===== src/rtl/mbd_pkg.sv =====
// mbd_pkg: shared constants and types for the multi-button debouncer
// no dependencies
`default_nettype none

package mbd_pkg;

    localparam int CHANNELS    = 5;
    localparam int REMOTE_BITS = 4;
    localparam int CNT_W       = 8;
    localparam int MASK_W      = CHANNELS;
    localparam int CFG_W       = 8;
    localparam int CFG_IDX_W   = 2;

    // channel positions within the pin word
    localparam int IDX_FOLLOW = 0;
    localparam int IDX_STOP   = 1;
    localparam int IDX_TOUCH0 = 2;
    localparam int IDX_TOUCH1 = 3;
    localparam int IDX_REMOTE = 4;

    // configuration register indexes
    localparam logic [CFG_IDX_W-1:0] CFG_THRESHOLD = 2'd0;
    localparam logic [CFG_IDX_W-1:0] CFG_DIVIDE    = 2'd1;
    localparam logic [CFG_IDX_W-1:0] CFG_LOW_MASK  = 2'd2;

    localparam logic [CNT_W-1:0]  RST_THRESHOLD = 8'd5;
    localparam logic [CNT_W-1:0]  RST_DIVIDE    = 8'd3;
    localparam logic [MASK_W-1:0] RST_LOW_MASK  = 5'd15;

    // stream payload widths
    localparam int IN_FIELDS_W  = CHANNELS + REMOTE_BITS;
    localparam int IN_DATA_W    = ((IN_FIELDS_W + 7) / 8) * 8;
    localparam int OUT_FIELDS_W = CHANNELS + 1 + 1 + 2 + REMOTE_BITS + 1;
    localparam int OUT_DATA_W   = ((OUT_FIELDS_W + 7) / 8) * 8;

    // per-channel status towards the top level
    typedef struct packed {
        logic state_next;
        logic press;
    } t_chan_status;

endpackage

`default_nettype wire


===== src/rtl/mbd_prescaler.sv =====
// mbd_prescaler: counts advancing ticks and flags every n-th one
// depends on mbd_pkg
`default_nettype none

module mbd_prescaler (
    input  wire                      i_clk,
    input  wire                      i_rst_n,
    input  wire                      i_step,
    input  wire [mbd_pkg::CNT_W-1:0] i_divide,
    output logic                     o_act
);
    import mbd_pkg::*;

    logic [CNT_W-1:0] r_count;
    logic [CNT_W-1:0] n_count;
    logic [CNT_W-1:0] count_inc;
    logic             hit;

    assign count_inc = r_count + CNT_W'(1);
    assign hit       = (count_inc >= i_divide);
    assign o_act     = i_step && hit;

    always_comb begin
        n_count = r_count;
        if (i_step) begin
            n_count = hit ? '0 : count_inc;
        end
    end

    always_ff @(posedge i_clk) begin
        if (!i_rst_n) begin
            r_count <= '0;
        end else begin
            r_count <= n_count;
        end
    end

endmodule

`default_nettype wire


===== src/rtl/mbd_channel.sv =====
// mbd_channel: debounce cell for one pin, state bit and hold counter
// depends on mbd_pkg
`default_nettype none

module mbd_channel (
    input  wire                       i_clk,
    input  wire                       i_rst_n,
    input  wire                       i_act,
    input  wire                       i_sample,
    input  wire [mbd_pkg::CNT_W-1:0]  i_threshold,
    output mbd_pkg::t_chan_status     o_status
);
    import mbd_pkg::*;

    logic             r_state;
    logic             n_state;
    logic [CNT_W-1:0] r_hold;
    logic [CNT_W-1:0] n_hold;
    logic             flip;

    always_comb begin
        n_state = r_state;
        n_hold  = r_hold;
        flip    = 1'b0;
        if (i_act) begin
            if (i_sample != r_state) begin
                if (r_hold >= i_threshold) begin
                    flip    = 1'b1;
                    n_state = ~r_state;
                    n_hold  = '0;
                end else begin
                    n_hold = r_hold + CNT_W'(1);
                end
            end else begin
                n_hold = '0;
            end
        end
    end

    assign o_status.state_next = n_state;
    assign o_status.press      = flip && i_sample;

    always_ff @(posedge i_clk) begin
        if (!i_rst_n) begin
            r_state <= 1'b0;
            r_hold  <= '0;
        end else begin
            r_state <= n_state;
            r_hold  <= n_hold;
        end
    end

endmodule

`default_nettype wire


===== src/rtl/multi_button_debouncer_unit.sv =====
// multi_button_debouncer_unit: top level of the five-channel pin debouncer
// depends on mbd_pkg, mbd_prescaler, mbd_channel
//
// usage
// - input stream: one transaction per system tick; tuser carries the tick
//   advanced flag, tdata the raw pin levels and the remote data pins
// - output stream: exactly one transaction per input transaction, in order,
//   with the debounced states, derived flags, latched remote code and a
//   one-transaction fresh pulse on each debounced remote press
// - config port: write enable, index and data; written while idle
// - output: each result is registered in the output register from its accepted input transaction
// - throughput: one transaction per cycle while the output is not stalled;
//   state update and result are computed in a single pass between the state
//   registers and the output register
// - stall: a result held for the receiver still lets a new transaction in
//   on the cycle the receiver takes it; otherwise s_axis_tready drops
// - reset: synchronous active low; configuration returns to threshold 5,
//   divide 3, active-low mask 15; all channels released, counters and
//   remote code cleared, output stream empty
`default_nettype none

module multi_button_debouncer_unit (
    input  wire                              i_clk,
    input  wire                              i_rst_n,
    // config write port
    input  wire                              i_cfg_we,
    input  wire [mbd_pkg::CFG_IDX_W-1:0]     i_cfg_idx,
    input  wire [mbd_pkg::CFG_W-1:0]         i_cfg_data,
    // input stream
    input  wire                              s_axis_tvalid,
    output logic                             s_axis_tready,
    // [4:0] pin_levels, [8:5] remote_data, rest zero
    input  wire [mbd_pkg::IN_DATA_W-1:0]     s_axis_tdata,
    // [0] tick_advanced
    input  wire                              s_axis_tuser,
    // output stream
    output logic                             m_axis_tvalid,
    input  wire                              m_axis_tready,
    // [4:0] debounced_pressed, [5] follow_line_flag, [6] stop_flag,
    // [8:7] touch_flags, [12:9] remote_code, [13] code_strobe, rest zero
    output logic [mbd_pkg::OUT_DATA_W-1:0]   m_axis_tdata
);
    import mbd_pkg::*;

    logic [CNT_W-1:0]       r_threshold;
    logic [CNT_W-1:0]       r_divide;
    logic [MASK_W-1:0]      r_low_mask;

    logic                   accept;
    logic                   act;
    logic [CHANNELS-1:0]    pins;
    logic [REMOTE_BITS-1:0] rdata;
    logic [CHANNELS-1:0]    samples;
    t_chan_status           status [CHANNELS];
    logic [CHANNELS-1:0]    state_next;

    logic [REMOTE_BITS-1:0] r_code;
    logic [REMOTE_BITS-1:0] n_code;
    logic                   fresh;

    logic                    r_out_valid;
    logic [OUT_DATA_W-1:0]   r_out_data;
    logic [OUT_FIELDS_W-1:0] out_fields;

    // config registers
    always_ff @(posedge i_clk) begin
        if (!i_rst_n) begin
            r_threshold <= RST_THRESHOLD;
            r_divide    <= RST_DIVIDE;
            r_low_mask  <= RST_LOW_MASK;
        end else if (i_cfg_we) begin
            unique case (i_cfg_idx)
                CFG_THRESHOLD: r_threshold <= i_cfg_data;
                CFG_DIVIDE:    r_divide    <= i_cfg_data;
                CFG_LOW_MASK:  r_low_mask  <= i_cfg_data[MASK_W-1:0];
                default: ;
            endcase
        end
    end

    assign s_axis_tready = !r_out_valid || m_axis_tready;
    assign accept        = s_axis_tvalid && s_axis_tready;
    assign pins          = s_axis_tdata[CHANNELS-1:0];
    assign rdata         = s_axis_tdata[CHANNELS +: REMOTE_BITS];
    assign samples       = pins ^ r_low_mask;

    mbd_prescaler u_prescaler (
        .i_clk    (i_clk),
        .i_rst_n  (i_rst_n),
        .i_step   (accept && s_axis_tuser),
        .i_divide (r_divide),
        .o_act    (act)
    );

    for (genvar g = 0; g < CHANNELS; g++) begin : g_chan
        mbd_channel u_channel (
            .i_clk       (i_clk),
            .i_rst_n     (i_rst_n),
            .i_act       (act),
            .i_sample    (samples[g]),
            .i_threshold (r_threshold),
            .o_status    (status[g])
        );
        assign state_next[g] = status[g].state_next;
    end

    // remote code latch on a debounced press
    assign fresh  = status[IDX_REMOTE].press;
    assign n_code = fresh ? rdata : r_code;

    always_ff @(posedge i_clk) begin
        if (!i_rst_n) begin
            r_code <= '0;
        end else begin
            r_code <= n_code;
        end
    end

    assign out_fields = {fresh,
                         n_code,
                         state_next[IDX_TOUCH0],
                         state_next[IDX_TOUCH1],
                         state_next[IDX_STOP],
                         ~state_next[IDX_FOLLOW],
                         state_next};

    // output register
    always_ff @(posedge i_clk) begin
        if (!i_rst_n) begin
            r_out_valid <= 1'b0;
        end else begin
            r_out_valid <= accept || (r_out_valid && !m_axis_tready);
        end
    end

    always_ff @(posedge i_clk) begin
        if (accept) begin
            r_out_data <= OUT_DATA_W'(out_fields);
        end
    end

    assign m_axis_tvalid = r_out_valid;
    assign m_axis_tdata  = r_out_data;

    // a fresh pulse only comes with the remote channel pressed
    a_fresh_pressed: assert property (@(posedge i_clk) disable iff (!i_rst_n)
        (m_axis_tvalid && m_axis_tdata[OUT_FIELDS_W-1]) |-> m_axis_tdata[IDX_REMOTE])
        else $error("remote fresh without remote pressed");

    // follow-line flag is the inverted follow-line state
    a_follow_inv: assert property (@(posedge i_clk) disable iff (!i_rst_n)
        m_axis_tvalid |-> (m_axis_tdata[CHANNELS] != m_axis_tdata[IDX_FOLLOW]))
        else $error("follow-line flag not inverted state");

    // the latched code only moves with a fresh pulse
    a_code_hold: assert property (@(posedge i_clk) disable iff (!i_rst_n)
        (!fresh && accept) |=> $stable(r_code))
        else $error("remote code changed without a press");

    // no result without an accepted transaction
    a_no_invent: assert property (@(posedge i_clk) disable iff (!i_rst_n)
        (!accept && !(r_out_valid && !m_axis_tready)) |=> !m_axis_tvalid)
        else $error("result without a transaction");

endmodule

`default_nettype wire

===== config.mk =====
export PLATFORM = sky130hd
export DESIGN_NAME = multi_button_debouncer_unit
export DESIGN_NICKNAME = d
export VERILOG_FILES = /design/src/rtl/mbd_pkg.sv /design/src/rtl/mbd_prescaler.sv /design/src/rtl/mbd_channel.sv /design/src/rtl/multi_button_debouncer_unit.sv
export SDC_FILE = /design/constraint.sdc
export NUM_CORES = 1
export LEC_CHECK = 0
export BUFFER_PORTS_ARGS = -buffer_cell sky130_fd_sc_hd__buf_2
export CAP_MARGIN = 20
export CORE_ASPECT_RATIO = 0.9
export CORE_MARGIN = 2
export CORE_UTILIZATION = 30
export CTS_BUF_LIST = sky130_fd_sc_hd__clkbuf_4
export CTS_CLUSTER_DIAMETER = 80
export DETAILED_ROUTE_END_ITERATION = 10
export PLACE_DENSITY = 0.49
export SLEW_MARGIN = 40
export SYNTH_ARGS = -nofsm -noshare
export SYNTH_HDL_FRONTEND = slang
export SYNTH_SLANG_ARGS = --single-unit

===== constraint.sdc =====
create_clock -name i_clk -period 3.7 [get_ports i_clk]
set_clock_uncertainty 0.2 [all_clocks]
set_input_delay 0.555 -clock i_clk [delete_from_list [all_inputs] [get_ports i_clk]]
set_output_delay 0.555 -clock i_clk [all_outputs]
set_load 0.1 [all_outputs]

# Word-level counts from Yosys, hierarchy flattened
# Cells that the tools add are included.
classes:
  add_sub_neg: 6
  n_mul: 0
  div_mod_pow: 0
  n_lt_le_gt_ge: 6
  n_eq_ne: 7
  shift: 0
  n_mux: 30
  bitwise: 7
  reduce_logical: 13
op_table:
  columns: ["cell", "n"]
  rows:
  - ["8-bit two-way mux", 11]
  - ["8-bit by 1-bit adder with 8-bit output (second input constant)", 6]
  - ["8-bit >= comparator", 6]
  - ["1-bit two-way mux", 18]
  - ["1-bit NOT", 6]
  - ["2-bit AND reduction", 3]
  - ["1-bit logical AND", 5]
  - ["1-bit != test", 5]
  - ["5-bit bitwise XOR", 1]
  - ["4-bit two-way mux", 1]
  - ["2-bit by 1-bit equality test with 1-bit output (second input constant)", 1]
  - ["2-bit equality test (second input constant)", 1]
  - ["1-bit logical NOT", 2]
  - ["2-bit logical NOT", 1]
  - ["1-bit logical OR", 2]
word_totals:
  register_bits: 93
  latch_bits: 0
  ramBits: 0
  mem_bits_ro: 0
  in_bits: 32
  out_inout_bits: 18
  n_memories: 0

# Longest topological paths before layout
logic_depth:
  depth_word: 8
  ltp_mapped: 13

# By module
# From an unflattened synthesis, not the netlist that was laid out.
unflattened:
  hier_cells: 628
  area_unflattened_um2: 6073.3
modules_own_cells:
  columns: ["module", "instances", "cells_each", "area_each_um2", "seq_area_each_um2"]
  rows:
  - ["mbd_channel", 5, 86, 782.0, 180.2]
  - ["multi_button_debouncer_unit", 1, 123, 1476.4, 850.8]
  - ["mbd_prescaler", 1, 75, 686.9, 160.2]

# Least setup slack after synthesis
# OpenSTA, ideal clock, no wires.
synth_timing:
  path_kind: "register to register"
  start: "register r_out_valid (netlist: m_axis_tvalid)"
  end: "register u_prescaler.r_count[1]"
  setup_time_ns: 0.128
  arrival_time_ns: 3.186
  t_required_ns: 3.372
  slack_ns: 0.186
  path_stages_with_launch: 8
  path_buffers: 1
  synth_period_minus_slack_ns: 3.514
  cell_sequence: "dfxtp_1 -> nand2b_1 -> and2_1 -> nand2_1 -> buf_1 -> nor2_1 -> a22oi_1 -> nor2_1"
synth_via:
  elab_chain_len: 4
synth_rtl:
  columns: ["item", "line_no", "text"]
  rows:
  - ["start: declaration", "multi_button_debouncer_unit.sv:61", "logic r_out_valid;"]
  - ["start signal: assignment", "multi_button_debouncer_unit.sv:132", "r_out_valid <= accept || (r_out_valid && !m_axis_tready);"]
  - ["1-bit logical NOT", "multi_button_debouncer_unit.sv:81", "assign s_axis_tready = !r_out_valid || m_axis_tready;"]
  - ["1-bit logical OR", "multi_button_debouncer_unit.sv:81", null]
  - ["via s_axis_tready", "multi_button_debouncer_unit.sv:31", "output logic s_axis_tready,"]
  - ["1-bit logical AND", "multi_button_debouncer_unit.sv:82", "assign accept = s_axis_tvalid && s_axis_tready;"]
  - ["via accept", "multi_button_debouncer_unit.sv:49", "logic accept;"]
  - ["1-bit logical AND", "multi_button_debouncer_unit.sv:90", ".i_step (accept && s_axis_tuser),"]
  - ["end signal: assignment", "mbd_prescaler.sv:34", "r_count <= n_count;"]
  - ["end: declaration", "mbd_prescaler.sv:14", "logic [CNT_W-1:0] r_count;"]
# The timed path passes the listed nets, and every way through them passes these cells.
# A chain may end at the register's enable or synchronous reset.

# Worst setup path in the final report
layout_timing:
  start: "register u_prescaler.r_count[0]"
  end: "register g_chan[1].u_channel.r_hold[4]"
layout_via:
  elab_chain_len: 3
layout_rtl:
  columns: ["item", "line_no", "text"]
  rows:
  - ["8-bit by 1-bit adder with 8-bit output", "mbd_prescaler.sv:19", "assign count_inc = r_count + CNT_W'(1);"]
  - ["8-bit >= comparator", "mbd_prescaler.sv:20", "assign hit = (count_inc >= i_divide);"]
  - ["1-bit logical AND", "mbd_prescaler.sv:21", "assign o_act = i_step && hit;"]
  - ["end signal: assignment", "mbd_channel.sv:49", "r_hold <= n_hold;"]
  - ["end: declaration", "mbd_channel.sv:17", "logic [CNT_W-1:0] r_hold;"]
# No other way between the ends.

==> impl_metrics.tcl <==
set metrics [dict create \
    core_area_mm2 0.01689 \
    port_buffers 40 \
    relSlewSlack_pct 54.02 \
    synthToLayoutAreaGrowth_pct 10.52 \
    yosys.area_share.simple_pct 19.55 \
    worstHoldStart "s_axis_tvalid" \
    die_h_um 128.9 \
    synth_edf_count 11 \
    clock-root-buffer "clkbuf_4" \
    grt_pass1_wl_um 20440 \
    route.detailed.drc 0 \
    ys_seq_elements 90 \
    slew_viol_final 0 \
    cp_slowest_cell "dfxtp_1" \
    multiInputGateArea_mm2 0.003042 \
    dp_cells 789 \
    power.total_mw 1.879 \
    cp-end-kind "flop" \
    synth_xor_area_share_pct 2.696 \
    place_congestion 0.7740 \
    routedWlPerCell_um 15.70 \
    max_freq_ghz 0.3055 \
    synthFlopType "dfxtp_1" \
    synth_compound_area_share_pct 18.49 \
    async_flop_share_pct 0 \
    r2r_start "u_prescaler.r_count[0]" \
    grt_max_degree 42 \
    dp.final_hpwl_um 9080 \
    rows 45 \
    drv_cap 0 \
    synth_top_family_by_area "simple AND/OR/NAND/NOR gates" \
    holdPathStages 3 \
    power-per-cell-area_mw_per_mm2 327.0 \
    io_pins 50 \
    via_count 4169 \
    p_leak_nw 2.364 \
    r2r-end "g_chan[1].u_channel.r_hold[4]" \
    finalCriticalPeriod_ps 3273 \
    drive_gt1_share_pct 15.15 \
    path_cells "ha_1, nand3_1, nor2_1, xor2_1, ha_1, nand4_1, o31ai_4, nand2_2, buf_4, nor2_1, a32o_1" \
    nets 675 \
    start_util_pct 30.77 \
    die_x_um 142.7 \
    critPathKind "reg -> reg" \
    hold_path_end "m_axis_tvalid" \
    wirelength_um 12660 \
    fin_cells 806 \
    worst-r2r-cell-count 11 \
    cts_tree "done" \
    clk_pin_slew_worst_paths_ps 160 \
    synthDistinctLibCells 55 \
    finalInstanceArea_mm2 0.005744 \
    clk_path_buf_depth 2 \
    viasPerCell 5.172 \
    drt-initial-drc-count 277 \
    post_dp_cell_area_mm2 0.005595 \
    min_path_type "in -> reg" \
    syn_area_per_cell_um2 9.298 \
    nFillCells 1751 \
    final_core_util_pct 34.01 \
    max_stage_delay_ps 460 \
    r2r_slack_ps 430 \
    firstDrtPassIters 6 \
    die-area_mm2 0.01840 \
    rsz0062_at_grt "false" \
    layout.cells.most_common "dfxtp_1" \
    grt_pass1_vias 3977 \
    layout_common_cells "dfxtp_1 (79), ha_1 (54), nand2_1 (45)" \
    cts.sink_count 90 \
    syn_inst 559 \
    regArea_mm2 0.001912 \
    ant_nets 0 \
    cts_setup_buffers 0 \
    setup_tns_ps 0 \
    worstPathRequired_ps 3920 \
    tightestPinTransition_ps 685.5 \
    start_kind "flop" \
    gr-total-overflow 0 \
    outcome "finished, final reports clean" \
    cts_max_level 3 \
    hold_violations 0 \
    grt_usage_pct 14.35 \
    fin_crit_sh_pct 88.46 \
    antenna_found_initial 1 \
    max-vdd-ir-drop_mv 0.1102 \
    synth_area_mm2 0.005197 \
    yosysWarnings 0 \
    cts_resized 0 \
    finalSetupViolCount 0 \
    synth_fa_ha_area_share_pct 13.00 \
    clkLatencyLatePin_ps 480 \
    cts_made_buffers 9 \
    muxShareOfSynthArea_pct 4.429 \
    postCtsHoldBufs 0 \
    ys_seq_area_share_pct 36.78 \
    crit_arrival_ps 3500 \
    crit_fanout 29 \
]
state kept, by name (all words and copies together) (netlist names):
register and count:
g_chan.u_channel.r_hold 40, g_chan.u_channel.r_state 5, m_axis_tdata 11, m_axis_tvalid 1, r_code 4, r_divide 8
r_low_mask 5, r_threshold 8, u_prescaler.r_count 8
where the power goes:
| part | internal (mW) | switching [mW] |
|---|---|---|
| logic | 0.0790 | 0.195 |
| registers | 1.00 | 0.00922 |
| clock network | 0.211 | 0.380 |
logic make-up (layout without fill, tap and decap cells):
logic type      count (synthesis)  in the layout
compound gates                124            124
other cells                     1              3
simple gates                  194            194
buf+inv                        58             92
mux                            22             22
xor+xnor                       16             16
fa+ha+maj                      54             54
flops                          90             90
Yosys cell counts, types with 3 or more instances:
cell type | count | area, um2
o2bb2ai_1 | 4 | 35.03
xor2_1 | 13 | 113.9
and2_1 | 9 | 56.30
o211a_1 | 6 | 60.06
or2_2 | 3 | 18.77
clkbuf_1 | 14 | 52.55
xnor2_1 | 3 | 26.28
nor4_1 | 4 | 25.02
a21o_1 | 5 | 37.54
o21a_1 | 12 | 90.09
a21oi_1 | 27 | 135.1
a32o_1 | 11 | 110.1
buf_1 | 5 | 18.77
a211oi_1 | 3 | 22.52
mux2_2 | 8 | 90.09
a2111oi_4 | 3 | 82.58
mux2i_1 | 14 | 140.1
dfxtp_1 | 79 | 1582
a31oi_1 | 7 | 43.79
o211ai_1 | 4 | 30.03
a22oi_1 | 7 | 52.55
and3_1 | 15 | 93.84
nor2b_1 | 9 | 56.30
buf_2 | 3 | 15.01
o22ai_1 | 6 | 37.54
o21ai_0 | 16 | 80.08
o311ai_1 | 3 | 26.28
a221oi_1 | 3 | 26.28
nor2_1 | 40 | 150.1
buf_4 | 6 | 45.04
nor3b_1 | 11 | 82.58
edfxtp_1 | 11 | 330.3
nand2_1 | 45 | 168.9
ha_1 | 54 | 675.7
or3_1 | 13 | 81.33
inv_1 | 27 | 101.4
nand3_1 | 26 | 130.1
nor3_1 | 6 | 30.03
per-layer routing:
metal	part of all wire, %	track usage (%)
met1	46	17.92
met2	47	24.18
met3	4.8	4.280
met4	1.5	3.960
met5	0	0
metrics by stage:
step / setup slack (ps) / hold slack [ps]
after global routing: 119.2 / 48.55
after floorplan: 186.3 / 251.4
after detailed placement: 463.9 / 286.2
final: 426.9 / 102.5
after CTS: 419.9 / 57.44
after global placement: 493.8 / 270.1
area by class of cell:
| cell class | instances | area share [%] |
|---|---|---|
| antenna | 1 | 0.04356 |
| clock buffer | 9 | 1.176 |
| clock inverter | 7 | 1.372 |
| inverter | 28 | 1.830 |
| multi-input combinational | 412 | 52.95 |
| sequential | 90 | 33.28 |
| tap | 211 | 4.596 |
| timing repair buffer | 48 | 4.748 |
critical path, delay by kind of cell (launching register included):
kind / cells / cell delay (ps)
compound gates: 2 / 450
fa+ha+maj: 2 / 530
simple gates: 5 / 1110
xor+xnor: 1 / 100
flops: 1 / 460
buf+inv: 1 / 350
how the worst max path moves through the flow:
stage	slack, ps	end	from	cells after the start
2_1_floorplan	190	u_prescaler.r_count[1]	m_axis_tvalid	7
3_3_place_gp	490	g_chan[1].u_channel.r_hold[2]	u_prescaler.r_count[0]	12
3_5_place_dp	460	g_chan[1].u_channel.r_hold[2]	u_prescaler.r_count[0]	12
4_1_cts	420	g_chan[1].u_channel.r_hold[2]	u_prescaler.r_count[0]	11
5_1_grt	120	g_chan[1].u_channel.r_hold[3]	u_prescaler.r_count[0]	12
6_report	430	g_chan[1].u_channel.r_hold[4]	u_prescaler.r_count[0]	11
No activity file was read; power rests on OpenSTA's default activity.
